==> config.mk <==
export PLATFORM = sky130hd
export DESIGN_NAME = gated_level_to_gain
export DESIGN_NICKNAME = d
export VERILOG_FILES = /design/src/hw/rtl/glg_pkg.sv /design/src/hw/rtl/glg_mul.sv /design/src/hw/rtl/gated_level_to_gain.sv
export SDC_FILE = /design/constraint.sdc
export NUM_CORES = 2
export LEC_CHECK = 0
export ABC_AREA = 1
export BUFFER_PORTS_ARGS = -buffer_cell sky130_fd_sc_hd__clkbuf_2
export CAP_MARGIN = 20
export CORE_UTILIZATION = 70
export DETAILED_ROUTE_END_ITERATION = 16
export PLACE_DENSITY = 0.85
export SLEW_MARGIN = 0
export SYNTH_ARGS = -nofsm -noshare
export SYNTH_HDL_FRONTEND = slang
export SYNTH_SLANG_ARGS = --single-unit
==> constraint.sdc <==
create_clock -name clk_i -period 21.3 [get_ports clk_i]
set_input_delay 2.13 -clock clk_i [delete_from_list [all_inputs] [get_ports clk_i]]
set_output_delay 2.13 -clock clk_i [all_outputs]
set_load 0.005 [all_outputs]
==> src/hw/rtl/glg_pkg.sv <==
// glg_pkg: constants and types shared by the gated level-to-gain block.
// No dependencies; imported by gated_level_to_gain and its checker.
`default_nettype none

package glg_pkg;

  // Stream payload widths
  localparam int unsigned POWER_W    = 31;
  localparam int unsigned IN_TDATA_W = 32;
  localparam int unsigned GAIN_W     = 32;
  localparam int unsigned LEVEL_W    = 18;
  localparam int unsigned OUT_TDATA_W = 56;

  // Configuration port
  localparam int unsigned CFG_IDX_W  = 2;
  localparam int unsigned CFG_DATA_W = 16;
  localparam int unsigned DB_W       = 16;
  localparam int unsigned LIMIT_W    = 15;

  typedef enum logic [CFG_IDX_W-1:0] {
    CFG_TARGET = 2'd0,
    CFG_GATE   = 2'd1,
    CFG_LIMIT  = 2'd2
  } cfg_idx_e;

  localparam logic signed [DB_W-1:0]  TARGET_RST = -16'sd4608;
  localparam logic signed [DB_W-1:0]  GATE_RST   = -16'sd15360;
  localparam logic [LIMIT_W-1:0]      LIMIT_RST  = 15'd3072;

  // log2 offset 126.94269504 * 2^23, integer and Q16 fraction
  localparam logic [GAIN_W-1:0] LOG_OFFSET_INT  = 32'd1064872507;
  localparam int unsigned       LOG_OFFSET_FRAC = 10093;

  // 10*log10(2) * 256 * 2^20, fits 31-bit signed
  localparam int unsigned LCOEF_W    = 31;
  localparam logic signed [LCOEF_W-1:0] LEVEL_COEF = 31'sd808071242;
  // 2^23 * log2(10) / (20*256) in Q16, fits 30-bit signed
  localparam int unsigned GCOEF_W    = 30;
  localparam logic signed [GCOEF_W-1:0] GAIN_COEF = 30'sd356689313;

  // Internal widths
  localparam int unsigned D_W     = 32;              // power_bits - offset
  localparam int unsigned LPROD_W = D_W + LCOEF_W;   // 63
  localparam int unsigned LSHIFT  = 43;
  localparam int unsigned DIFF_W  = 19;              // target - level
  localparam int unsigned GPROD_W = DB_W + GCOEF_W;  // 46
  localparam int unsigned GSHIFT  = 16;

endpackage : glg_pkg

`default_nettype wire

==> src/hw/rtl/glg_mul.sv <==
// glg_mul: registered signed multiplier with load enable, one pipeline stage.
// No package dependency.
`default_nettype none

module glg_mul #(
  parameter int unsigned AW = 32,
  parameter int unsigned BW = 31
) (
  input  wire logic                  clk_i,
  input  wire logic                  en_i,
  input  wire logic signed [AW-1:0]  a_i,
  input  wire logic signed [BW-1:0]  b_i,
  output logic signed [AW+BW-1:0]    p_o
);

  logic signed [AW+BW-1:0] p_d, p_q;

  // full-width signed product, both operands sign-extended
  always_comb begin
    p_d = (AW+BW)'(a_i) * (AW+BW)'(b_i);
  end

  always_ff @(posedge clk_i) begin
    if (en_i) begin
      p_q <= p_d;
    end
  end

  assign p_o = p_q;

endmodule : glg_mul

`default_nettype wire

==> src/hw/rtl/gated_level_to_gain.sv <==
// gated_level_to_gain: gated gain computer with fast bit-pattern log/exp.
// Depends on glg_pkg and glg_mul.
//
//  Channel | Dir | Handshake             | Payload (lsb first)
//  s_axis  | in  | tvalid/tready         | tdata: power_bits[30:0], pad[31]
//  m_axis  | out | tvalid/tready         | tdata: gain_bits[31:0], level_db[49:32],
//          |     |                       |        pad[55:50]; tuser: gated
//  cfg     | in  | cfg_we_i              | cfg_idx_i, cfg_wdata_i (no read-back)
//
// Five register stages; an accepted request moves through them in order to
// m_axis_tvalid_o, one request per cycle sustained while m_axis_tready_i
// stays high. The two multipliers (level scale, gain scale) each own a stage
// and set the stage boundaries. Reset clears the stage valid bits and loads
// the register defaults. Each stage loads when it is empty or the next stage
// loads, so an m_axis stall fills bubbles first and only then drops s_axis_tready_o.
`default_nettype none

module gated_level_to_gain (
  input  wire logic                              clk_i,
  input  wire logic                              rst_ni,
  // input stream: [30:0] power_bits, [31] zero pad
  input  wire logic                              s_axis_tvalid_i,
  output logic                                   s_axis_tready_o,
  input  wire logic [glg_pkg::IN_TDATA_W-1:0]    s_axis_tdata_i,
  // output stream: [31:0] gain_bits, [49:32] level_db, [55:50] zero pad
  output logic                                   m_axis_tvalid_o,
  input  wire logic                              m_axis_tready_i,
  output logic [glg_pkg::OUT_TDATA_W-1:0]        m_axis_tdata_o,
  // [0] gated
  output logic                                   m_axis_tuser_o,
  // configuration writes
  input  wire logic                              cfg_we_i,
  input  wire logic [glg_pkg::CFG_IDX_W-1:0]     cfg_idx_i,
  input  wire logic [glg_pkg::CFG_DATA_W-1:0]    cfg_wdata_i
);

  import glg_pkg::*;

  localparam int unsigned NSTG = 5;

  // ---------------------------------------------------------------------
  // Configuration registers
  // ---------------------------------------------------------------------
  logic signed [DB_W-1:0] target_q, gate_q;
  logic [LIMIT_W-1:0]     limit_q;

  always_ff @(posedge clk_i or negedge rst_ni) begin
    if (!rst_ni) begin
      target_q <= TARGET_RST;
      gate_q   <= GATE_RST;
      limit_q  <= LIMIT_RST;
    end else if (cfg_we_i) begin
      case (cfg_idx_e'(cfg_idx_i))
        CFG_TARGET: target_q <= cfg_wdata_i;
        CFG_GATE:   gate_q   <= cfg_wdata_i;
        CFG_LIMIT:  limit_q  <= cfg_wdata_i[LIMIT_W-1:0];
        default: ;  // unused index, write dropped
      endcase
    end
  end

  // ---------------------------------------------------------------------
  // Pipeline flow control: per-stage valid, ready ripples back
  // ---------------------------------------------------------------------
  logic [NSTG-1:0] vld_q;
  logic [NSTG-1:0] ld;     // stage k loads this cycle

  always_comb begin
    ld[NSTG-1] = m_axis_tready_i | ~vld_q[NSTG-1];
    for (int k = NSTG-2; k >= 0; k--) begin
      ld[k] = ld[k+1] | ~vld_q[k];
    end
  end

  assign s_axis_tready_o = ld[0];

  always_ff @(posedge clk_i or negedge rst_ni) begin
    if (!rst_ni) begin
      vld_q <= '0;
    end else begin
      if (ld[0]) begin
        vld_q[0] <= s_axis_tvalid_i;
      end
      for (int k = 1; k < NSTG; k++) begin
        if (ld[k]) begin
          vld_q[k] <= vld_q[k-1];
        end
      end
    end
  end

  // ---------------------------------------------------------------------
  // Stage 1: remove the log2 offset from the raw float bits
  // ---------------------------------------------------------------------
  logic signed [D_W-1:0] d_d, d_q;

  assign d_d = D_W'($signed({1'b0, s_axis_tdata_i[POWER_W-1:0]}))
             - $signed(LOG_OFFSET_INT);

  always_ff @(posedge clk_i) begin
    if (ld[0]) begin
      d_q <= d_d;
    end
  end

  // ---------------------------------------------------------------------
  // Stage 2: scale to 1/256 dB (32 x 31 signed multiply)
  // ---------------------------------------------------------------------
  logic signed [LPROD_W-1:0] lprod;

  glg_mul #(
    .AW (D_W),
    .BW (LCOEF_W)
  ) u_lmul (
    .clk_i (clk_i),
    .en_i  (ld[1]),
    .a_i   (d_q),
    .b_i   (LEVEL_COEF),
    .p_o   (lprod)
  );

  // ---------------------------------------------------------------------
  // Stage 3: round to level, gate compare, gain = target - level, clamp
  // ---------------------------------------------------------------------
  logic signed [LPROD_W-1:0] lrnd;
  logic signed [LEVEL_W-1:0] lvl_d;
  logic signed [DIFF_W-1:0]  diff, lim_pos, lim_neg;
  logic                      gated_d;
  logic signed [DB_W-1:0]    g_d;
  logic signed [LEVEL_W-1:0] lvl3_q;
  logic                      gated3_q;
  logic signed [DB_W-1:0]    g_q;

  always_comb begin
    // round half up, then floor shift
    lrnd    = lprod + (LPROD_W'(1) <<< (LSHIFT-1));
    lvl_d   = lrnd[LSHIFT+LEVEL_W-1:LSHIFT];
    gated_d = lvl_d <= LEVEL_W'(gate_q);
    diff    = DIFF_W'(target_q) - DIFF_W'(lvl_d);
    lim_pos = $signed({{(DIFF_W-LIMIT_W){1'b0}}, limit_q});
    lim_neg = -lim_pos;
    if (gated_d) begin
      g_d = '0;
    end else if (diff > lim_pos) begin
      g_d = lim_pos[DB_W-1:0];
    end else if (diff < lim_neg) begin
      g_d = lim_neg[DB_W-1:0];
    end else begin
      g_d = diff[DB_W-1:0];
    end
  end

  always_ff @(posedge clk_i) begin
    if (ld[2]) begin
      lvl3_q   <= lvl_d;
      gated3_q <= gated_d;
      g_q      <= g_d;
    end
  end

  // ---------------------------------------------------------------------
  // Stage 4: gain dB to log2 domain (16 x 30 signed multiply)
  // ---------------------------------------------------------------------
  logic signed [GPROD_W-1:0] gprod;
  logic signed [LEVEL_W-1:0] lvl4_q;
  logic                      gated4_q;

  glg_mul #(
    .AW (DB_W),
    .BW (GCOEF_W)
  ) u_gmul (
    .clk_i (clk_i),
    .en_i  (ld[3]),
    .a_i   (g_q),
    .b_i   (GAIN_COEF),
    .p_o   (gprod)
  );

  always_ff @(posedge clk_i) begin
    if (ld[3]) begin
      lvl4_q   <= lvl3_q;
      gated4_q <= gated3_q;
    end
  end

  // ---------------------------------------------------------------------
  // Stage 5: add fraction, floor shift, add integer offset -> float bits
  // ---------------------------------------------------------------------
  logic signed [GPROD_W-1:0] gsum;
  logic [GAIN_W-1:0]         gain_d, gain_q;
  logic signed [LEVEL_W-1:0] lvl5_q;
  logic                      gated5_q;

  always_comb begin
    gsum   = gprod + GPROD_W'(LOG_OFFSET_FRAC);
    gain_d = GAIN_W'($signed(gsum[GPROD_W-1:GSHIFT])) + LOG_OFFSET_INT;
  end

  always_ff @(posedge clk_i) begin
    if (ld[4]) begin
      gain_q   <= gain_d;
      lvl5_q   <= lvl4_q;
      gated5_q <= gated4_q;
    end
  end

  assign m_axis_tvalid_o = vld_q[NSTG-1];
  assign m_axis_tdata_o  = {(OUT_TDATA_W-GAIN_W-LEVEL_W)'(0), lvl5_q, gain_q};
  assign m_axis_tuser_o  = gated5_q;

  // ---------------------------------------------------------------------
  // Assertions
  // ---------------------------------------------------------------------
  // a gated result always carries the unity-gain pattern
  a_gated_unity: assert property (@(posedge clk_i) disable iff (!rst_ni)
    m_axis_tvalid_o && m_axis_tuser_o |-> m_axis_tdata_o[GAIN_W-1:0] == LOG_OFFSET_INT)
    else $error("gated result without unity gain");

  // empty output stage means the whole pipe can move
  a_ready_free: assert property (@(posedge clk_i) disable iff (!rst_ni)
    !m_axis_tvalid_o |-> s_axis_tready_o)
    else $error("input stalled while output stage empty");

  // clamped gain stays inside the limit
  a_clamp: assert property (@(posedge clk_i) disable iff (!rst_ni)
    vld_q[2] |-> (DIFF_W'(g_q) <= lim_pos) && (DIFF_W'(g_q) >= lim_neg))
    else $error("gain outside clamp");

  // a new output result comes from a valid stage 4
  a_no_invent: assert property (@(posedge clk_i) disable iff (!rst_ni)
    $rose(m_axis_tvalid_o) |-> $past(vld_q[NSTG-2]))
    else $error("output valid without upstream item");

endmodule : gated_level_to_gain

`default_nettype wire

# == Word level (Yosys, flattened, before mapping) ==
# Index checks and enable logic that the tools add are counted.
# totals
n_memories,0
input_bits,55
mem_bits_rw,0
latchBits,0
rom_bits,0
regBits,295
# op_classes
muxes,2
n_bitwise,10
n_lt_le_gt_ge,3
n_mul,2
n_shift,0
n_addsub,6
n_eq_ne,2
div_mod_pow,0
reduce_logical,5
# op_table
cell,count
$add A61 B44 Y61 const B,1
$mul A32 B30 Y60 const B,1
$add A46 B14 Y46 const B,1
$mul A16 B30 Y46 const B,1
$add A30 B31 Y32 const B,1
$sub A31 B30 Y32 const B,1
$gt A19 B16 Y1,1
$lt A19 B19 Y1,1
$neg A15 Y19,1
$sub A16 B18 Y19,1
$le A18 B16 Y1,1
$mux W16,1
$mux W15,1
$reduce_and A2 Y1,3
$not A1 Y1,5
$or A1 B1 Y1,5
$eq A2 B1 Y1 const B,1
$eq A2 B2 Y1 const B,1
$logic_not A2 Y1,1
$reduce_or A2 Y1,1

# == Longest topological paths before layout ==
# depth
depth_word,6
mapped_depth,34

# == Cells and area by module ==
# From an unflattened synthesis, not the netlist that was laid out.
# unflattened
cells_unflattened,9367
hier_area_um2,72723.5
# modules_own_cells
mod,instances,seq_area_each_um2,cells_each,area_per_inst_um2
glg_mul at u_lmul,1,1891.8,4953,39579.2
glg_mul at u_gmul,1,1381.3,2662,20100.5
gated_level_to_gain,1,5398.9,1752,13043.8

# == Worst setup path before layout ==
# OpenSTA, ideal clock, no wires.
# synth_path
path_kind,input port to output port
startpoint,input port m_axis_tready_i
endpoint,output port s_axis_tready_o
n_path_buf,0
cell_stages,8
path_slack_ps,12794
arrival_ps,6376
cell_sequence,nor2_1 -> inv_1 -> nor2_1 -> inv_1 -> nor2_1 -> inv_1 -> nor2_1 -> nand2_1
# synth_between
elab_chain_len,5
# synth_rtl
element,line,rtl
from (decl),gated_level_to_gain.sv:27,"input wire logic m_axis_tready_i,"
$or A1 B1 Y1,gated_level_to_gain.sv:69,ld[NSTG-1] = m_axis_tready_i | ~vld_q[NSTG-1];
net ld[4],gated_level_to_gain.sv:66,logic [NSTG-1:0] ld;
$or A1 B1 Y1,gated_level_to_gain.sv:71,ld[k] = ld[k+1] | ~vld_q[k];
net ld[3],gated_level_to_gain.sv:66,
$or A1 B1 Y1,gated_level_to_gain.sv:71,
net ld[2],gated_level_to_gain.sv:66,
$or A1 B1 Y1 (2 in series),gated_level_to_gain.sv:71,
to (decl),gated_level_to_gain.sv:23,"output logic s_axis_tready_o,"
# The timed path passes the listed nets, and every way through them passes these cells.

# == Worst setup path after layout ==
# layout_path
startpoint,register d_q[31]
endpoint,"register u_lmul.p_q[54], in the netlist u_lmul.p_o[54], data pin"
# layout_between
elab_chain_len,1
# layout_rtl
element,line,rtl
from (decl),gated_level_to_gain.sv:95,"logic signed [D_W-1:0] d_d, d_q;"
from (signal assigned),gated_level_to_gain.sv:102,d_q <= d_d;
$mul A32 B30 Y60,glg_mul.sv:20,p_d = (AW+BW)'(a_i) * (AW+BW)'(b_i);
net u_lmul.p_d[54],glg_mul.sv:16,"logic signed [AW+BW-1:0] p_d, p_q;"
to (signal assigned),glg_mul.sv:25,p_q <= p_d;
to (decl),glg_mul.sv:16,
# The timed path passes the listed nets, and every way through them passes these cells.
# A chain may end at the register's enable or synchronous reset.

==> metrics.md <==
| Metric | Value |
|---|---|
| Status | completed |
| CP Data Required Time | 21.63 ns |
| Unrepaired setup endpoints after global routing | false |
| Clk root buf | clkbuf_16 |
| Worst Path Arrival | 7.42 ns |
| Post-CTS resize count | 0 |
| Crit path time final | 7.084 ns |
| Worst path top cell family by delay | adder cells |
| Total of max-cap violations | 0 |
| Share of layout cells above drive strength 1 | 0.05869 |
| Port Buffer Count | 105 |
| Drt pass-1 iters | 6 |
| Boundary pin count | 114 |
| Gr usage total | 0.3806 |
| First-pass GRT wire length | 149.7 mm |
| Area of the mapped netlist | 0.03530 mm2 |
| DRT antenna net count | 0 |
| Post-synthesis sequential area ratio | 0.2083 |
| Initial antenna violation count | 0 |
| Crit end category | flop |
| CP most frequent cell | fa_1 |
| Remaining global-route overflow | 0 |
| Die X-Extent | 226.6 um |
| Sum Neg Setup Slack | 0 ns |
| Skew final | 0.01411 ns |
| Synth unique cells | 53 |
| Core area | 0.04936 mm2 |
| Fin nets | 5,300 |
| Slowest cell on crit path | nor4_1 |
| Crit start category | flop |
| Tcrit/Tclk final | 0.3326 |
| Cell area after layout | 0.03762 mm2 |
| R2r worst-path depth | 21 |
| Register bit count reported by yosys | 253 |
| Crit-path max FO | 32 |
| GPL Wtd Cong | 1.005 |
| Final Hold Viols | 0 |
| RR Startpoint | d_q[31] |
| Number of enable flip-flop cells after synthesis | 201 |
| CP peak stage delay | 0.59 ns |
| R2r setup slk | 14.22 ns |
| Residual DRC | 0 |
| Largest net degree at the start of global routing | 58 |
| Critical path class | flop to flop |
| Synthesized instance count | 4,196 |
| Clock Latency Late Sink | 0.59 ns |
| R2r endpoint | u_lmul.p_o[54] |
| Dpl ws | 14.40 ns |
| Vias/cell | 5.737 |
| CP Buf/Inv Count | 6 |
| CTS tree | done |
| Post-layout worst setup margin | 14.22 ns |
| Clock-pin slew on the worst setup and hold paths | 0.06 ns |
| Synthesis Warnings | 0 |
| Die ar. | 0.05133 mm2 |
| Final Setup Violations | 0 |
| Routed len/inst | 19.07 um |
| Hold Crit Start | lvl3_q[0] |
| Max Fclk | 141.2 MHz |
| P&R area growth vs syn | 6.576% |
| Iteration-0 DRC Markers | 2,340 |
| Placed cell areas | 0.03661 mm2 |
| CTS Sinks | 253 |
| Worst rel slew slack | 0.3004 |
| Worst Hold Class | flop to flop |
| Post-Syn Area per Cell | 8.412 um2 |
| Clk buf depth | 3 |
| DPL Wire Length | 79.84 mm |
| Predominant post-synthesis flop cell | edfxtp_1 |
| Final Core Density | 0.7622 |
| Level count of the clock H-tree | 1 |
| WHS Endpoint | lvl4_q[0] |
| DRT Wirelength | 95.56 mm |
| Post-CTS Hold Fix Bufs | 0 |
| Vias in the first global route | 29,030 |
| WHS Path Cells | 0 |
| Number of core rows | 81 |
| Cts bufs inserted | 29 |
| Via total after detailed routing | 28,740 |
| Die Span Y | 226.6 um |
| Initial core utilization | 0.7152 |
| Ys async rst share | 0.2055 |
| Post-CTS Setup Bufs | 0 |
| Worst slew pin tran | 1.047 ns |
| Final Max Tran Viols | 0 |
| CP Cell Sequence | buf_4 > buf_4 > ha_1 > xor2_1 > xor2_1 > ha_1 > fa_1 > fa_1 > inv_1 > fa_1 > inv_1 > fa_1 > inv_1 > fa_1 > inv_1 > ha_1 > nand2_1 > nor4_1 > nand3_1 > o21ai_0 > xor2_1 |
==> worst max path at each step <==
| stage | start | to | slack (ns) | cells past startpoint |
|---|---|---|---|---|
| after floorplan | m_axis_tready_i | s_axis_tready_o | 12.79 | 8 |
| after global placement | d_q[31] | u_lmul.p_o[60] | 14.60 | 24 |
| after detailed placement | d_q[31] | u_lmul.p_o[60] | 14.40 | 24 |
| after CTS | d_q[31] | u_lmul.p_o[60] | 14.31 | 24 |
| after global routing | d_q[31] | u_lmul.p_o[53] | 13.95 | 25 |
| final | d_q[31] | u_lmul.p_o[54] | 14.22 | 21 |
==> through the flow <==
stage / hold WS, ns / cells
after floorplan: 0.4003 / 4202
after CTS: 0.4161 / 5008
final: 0.4179 / 5010
after detailed placement: 0.4045 / 4954
after global routing: 0.4204 / 5009
after global placement: 0.4002 / 4954
==> layout make-up <==
class                           instances  area [um2]
Inverter                             1015        3810
Sequential cell                       253        7351
Multi-Input combinational cell       2908       24030
Clock inverter                         15       165.2
Tap cell                              664       830.8
Antenna cell                            1       2.502
Timing Repair Buffer                  115       608.1
Fill cell                            3524       11740
Clock buffer                           39       825.8
==> cells in the final DEF, fill, tap and decap left out, drive strengths merged, types with 11 or more instances in the layout <==
| master | n |
|---|---|
| o21a | 14 |
| a21oi | 197 |
| xnor2 | 34 |
| nand3b | 12 |
| ha | 557 |
| edfxtp | 201 |
| fa | 366 |
| nand4 | 38 |
| nand2 | 727 |
| inv | 1020 |
| a21o | 16 |
| o21ai | 179 |
| dfstp | 11 |
| xor2 | 125 |
| dfrtp | 41 |
| nor2 | 325 |
| nor3 | 29 |
| a31oi | 27 |
| nand3 | 190 |
| clkbuf | 144 |
==> synth_stat cells, types with 16 or more instances <==
library cell,count,area (um2)
inv_1,1004,3769
nand2_1,699,2624
ha_1,557,6969
fa_1,366,7327
nor2_1,304,1141
edfxtp_1,201,6036
a21oi_1,194,970.9
nand3_1,188,940.9
o21ai_0,173,865.8
xor2_1,125,1095
dfrtp_1,41,1026
nand4_1,38,237.7
xnor2_1,34,297.8
nor3_1,29,145.1
a31oi_1,27,168.9
nand2_2,27,168.9
nor2_2,18,112.6
a21o_1,16,120.1
clkbuf_1,16,60.06
==> cells by family (layout without fill, tap and decap cells) <==
kind of cell	count (synthesis)	after routing	share of synthesized area
AO/OA/AOI/OAI	470	470	0.07366
XOR/XNOR	159	159	0.03945
adder cells (fa/ha/maj)	925	925	0.4056
buffers and inverters	1041	1184	0.1117
flip-flops	253	253	0.2083
other	1	8	0.0001062
AND/OR/NAND/NOR	1347	1347	0.1612
==> layer usage <==
| metal | wire (um) | global-route usage |
|---|---|---|
| met5 | 0 | 0 |
| met2 | 45150 | 0.6359 |
| met4 | 4573 | 0.1741 |
| met3 | 7551 | 0.06648 |
| met1 | 38280 | 0.4826 |
==> flip-flops by register name, summed over array words and instances, names as in the netlist <==
register	cells
u_gmul.p_o	46
gate_q	16
gated4_q	1
g_q	16
gain_q	31
d_q	32
lvl4_q	18
gated3_q	1
vld_q	5
target_q	16
lvl5_q	18
limit_q	15
u_lmul.p_o	19
m_axis_tuser_o	1
lvl3_q	18
Power is not shown: default switching activity piles up to over one toggle a cycle in this logic, so the estimate is an artifact.
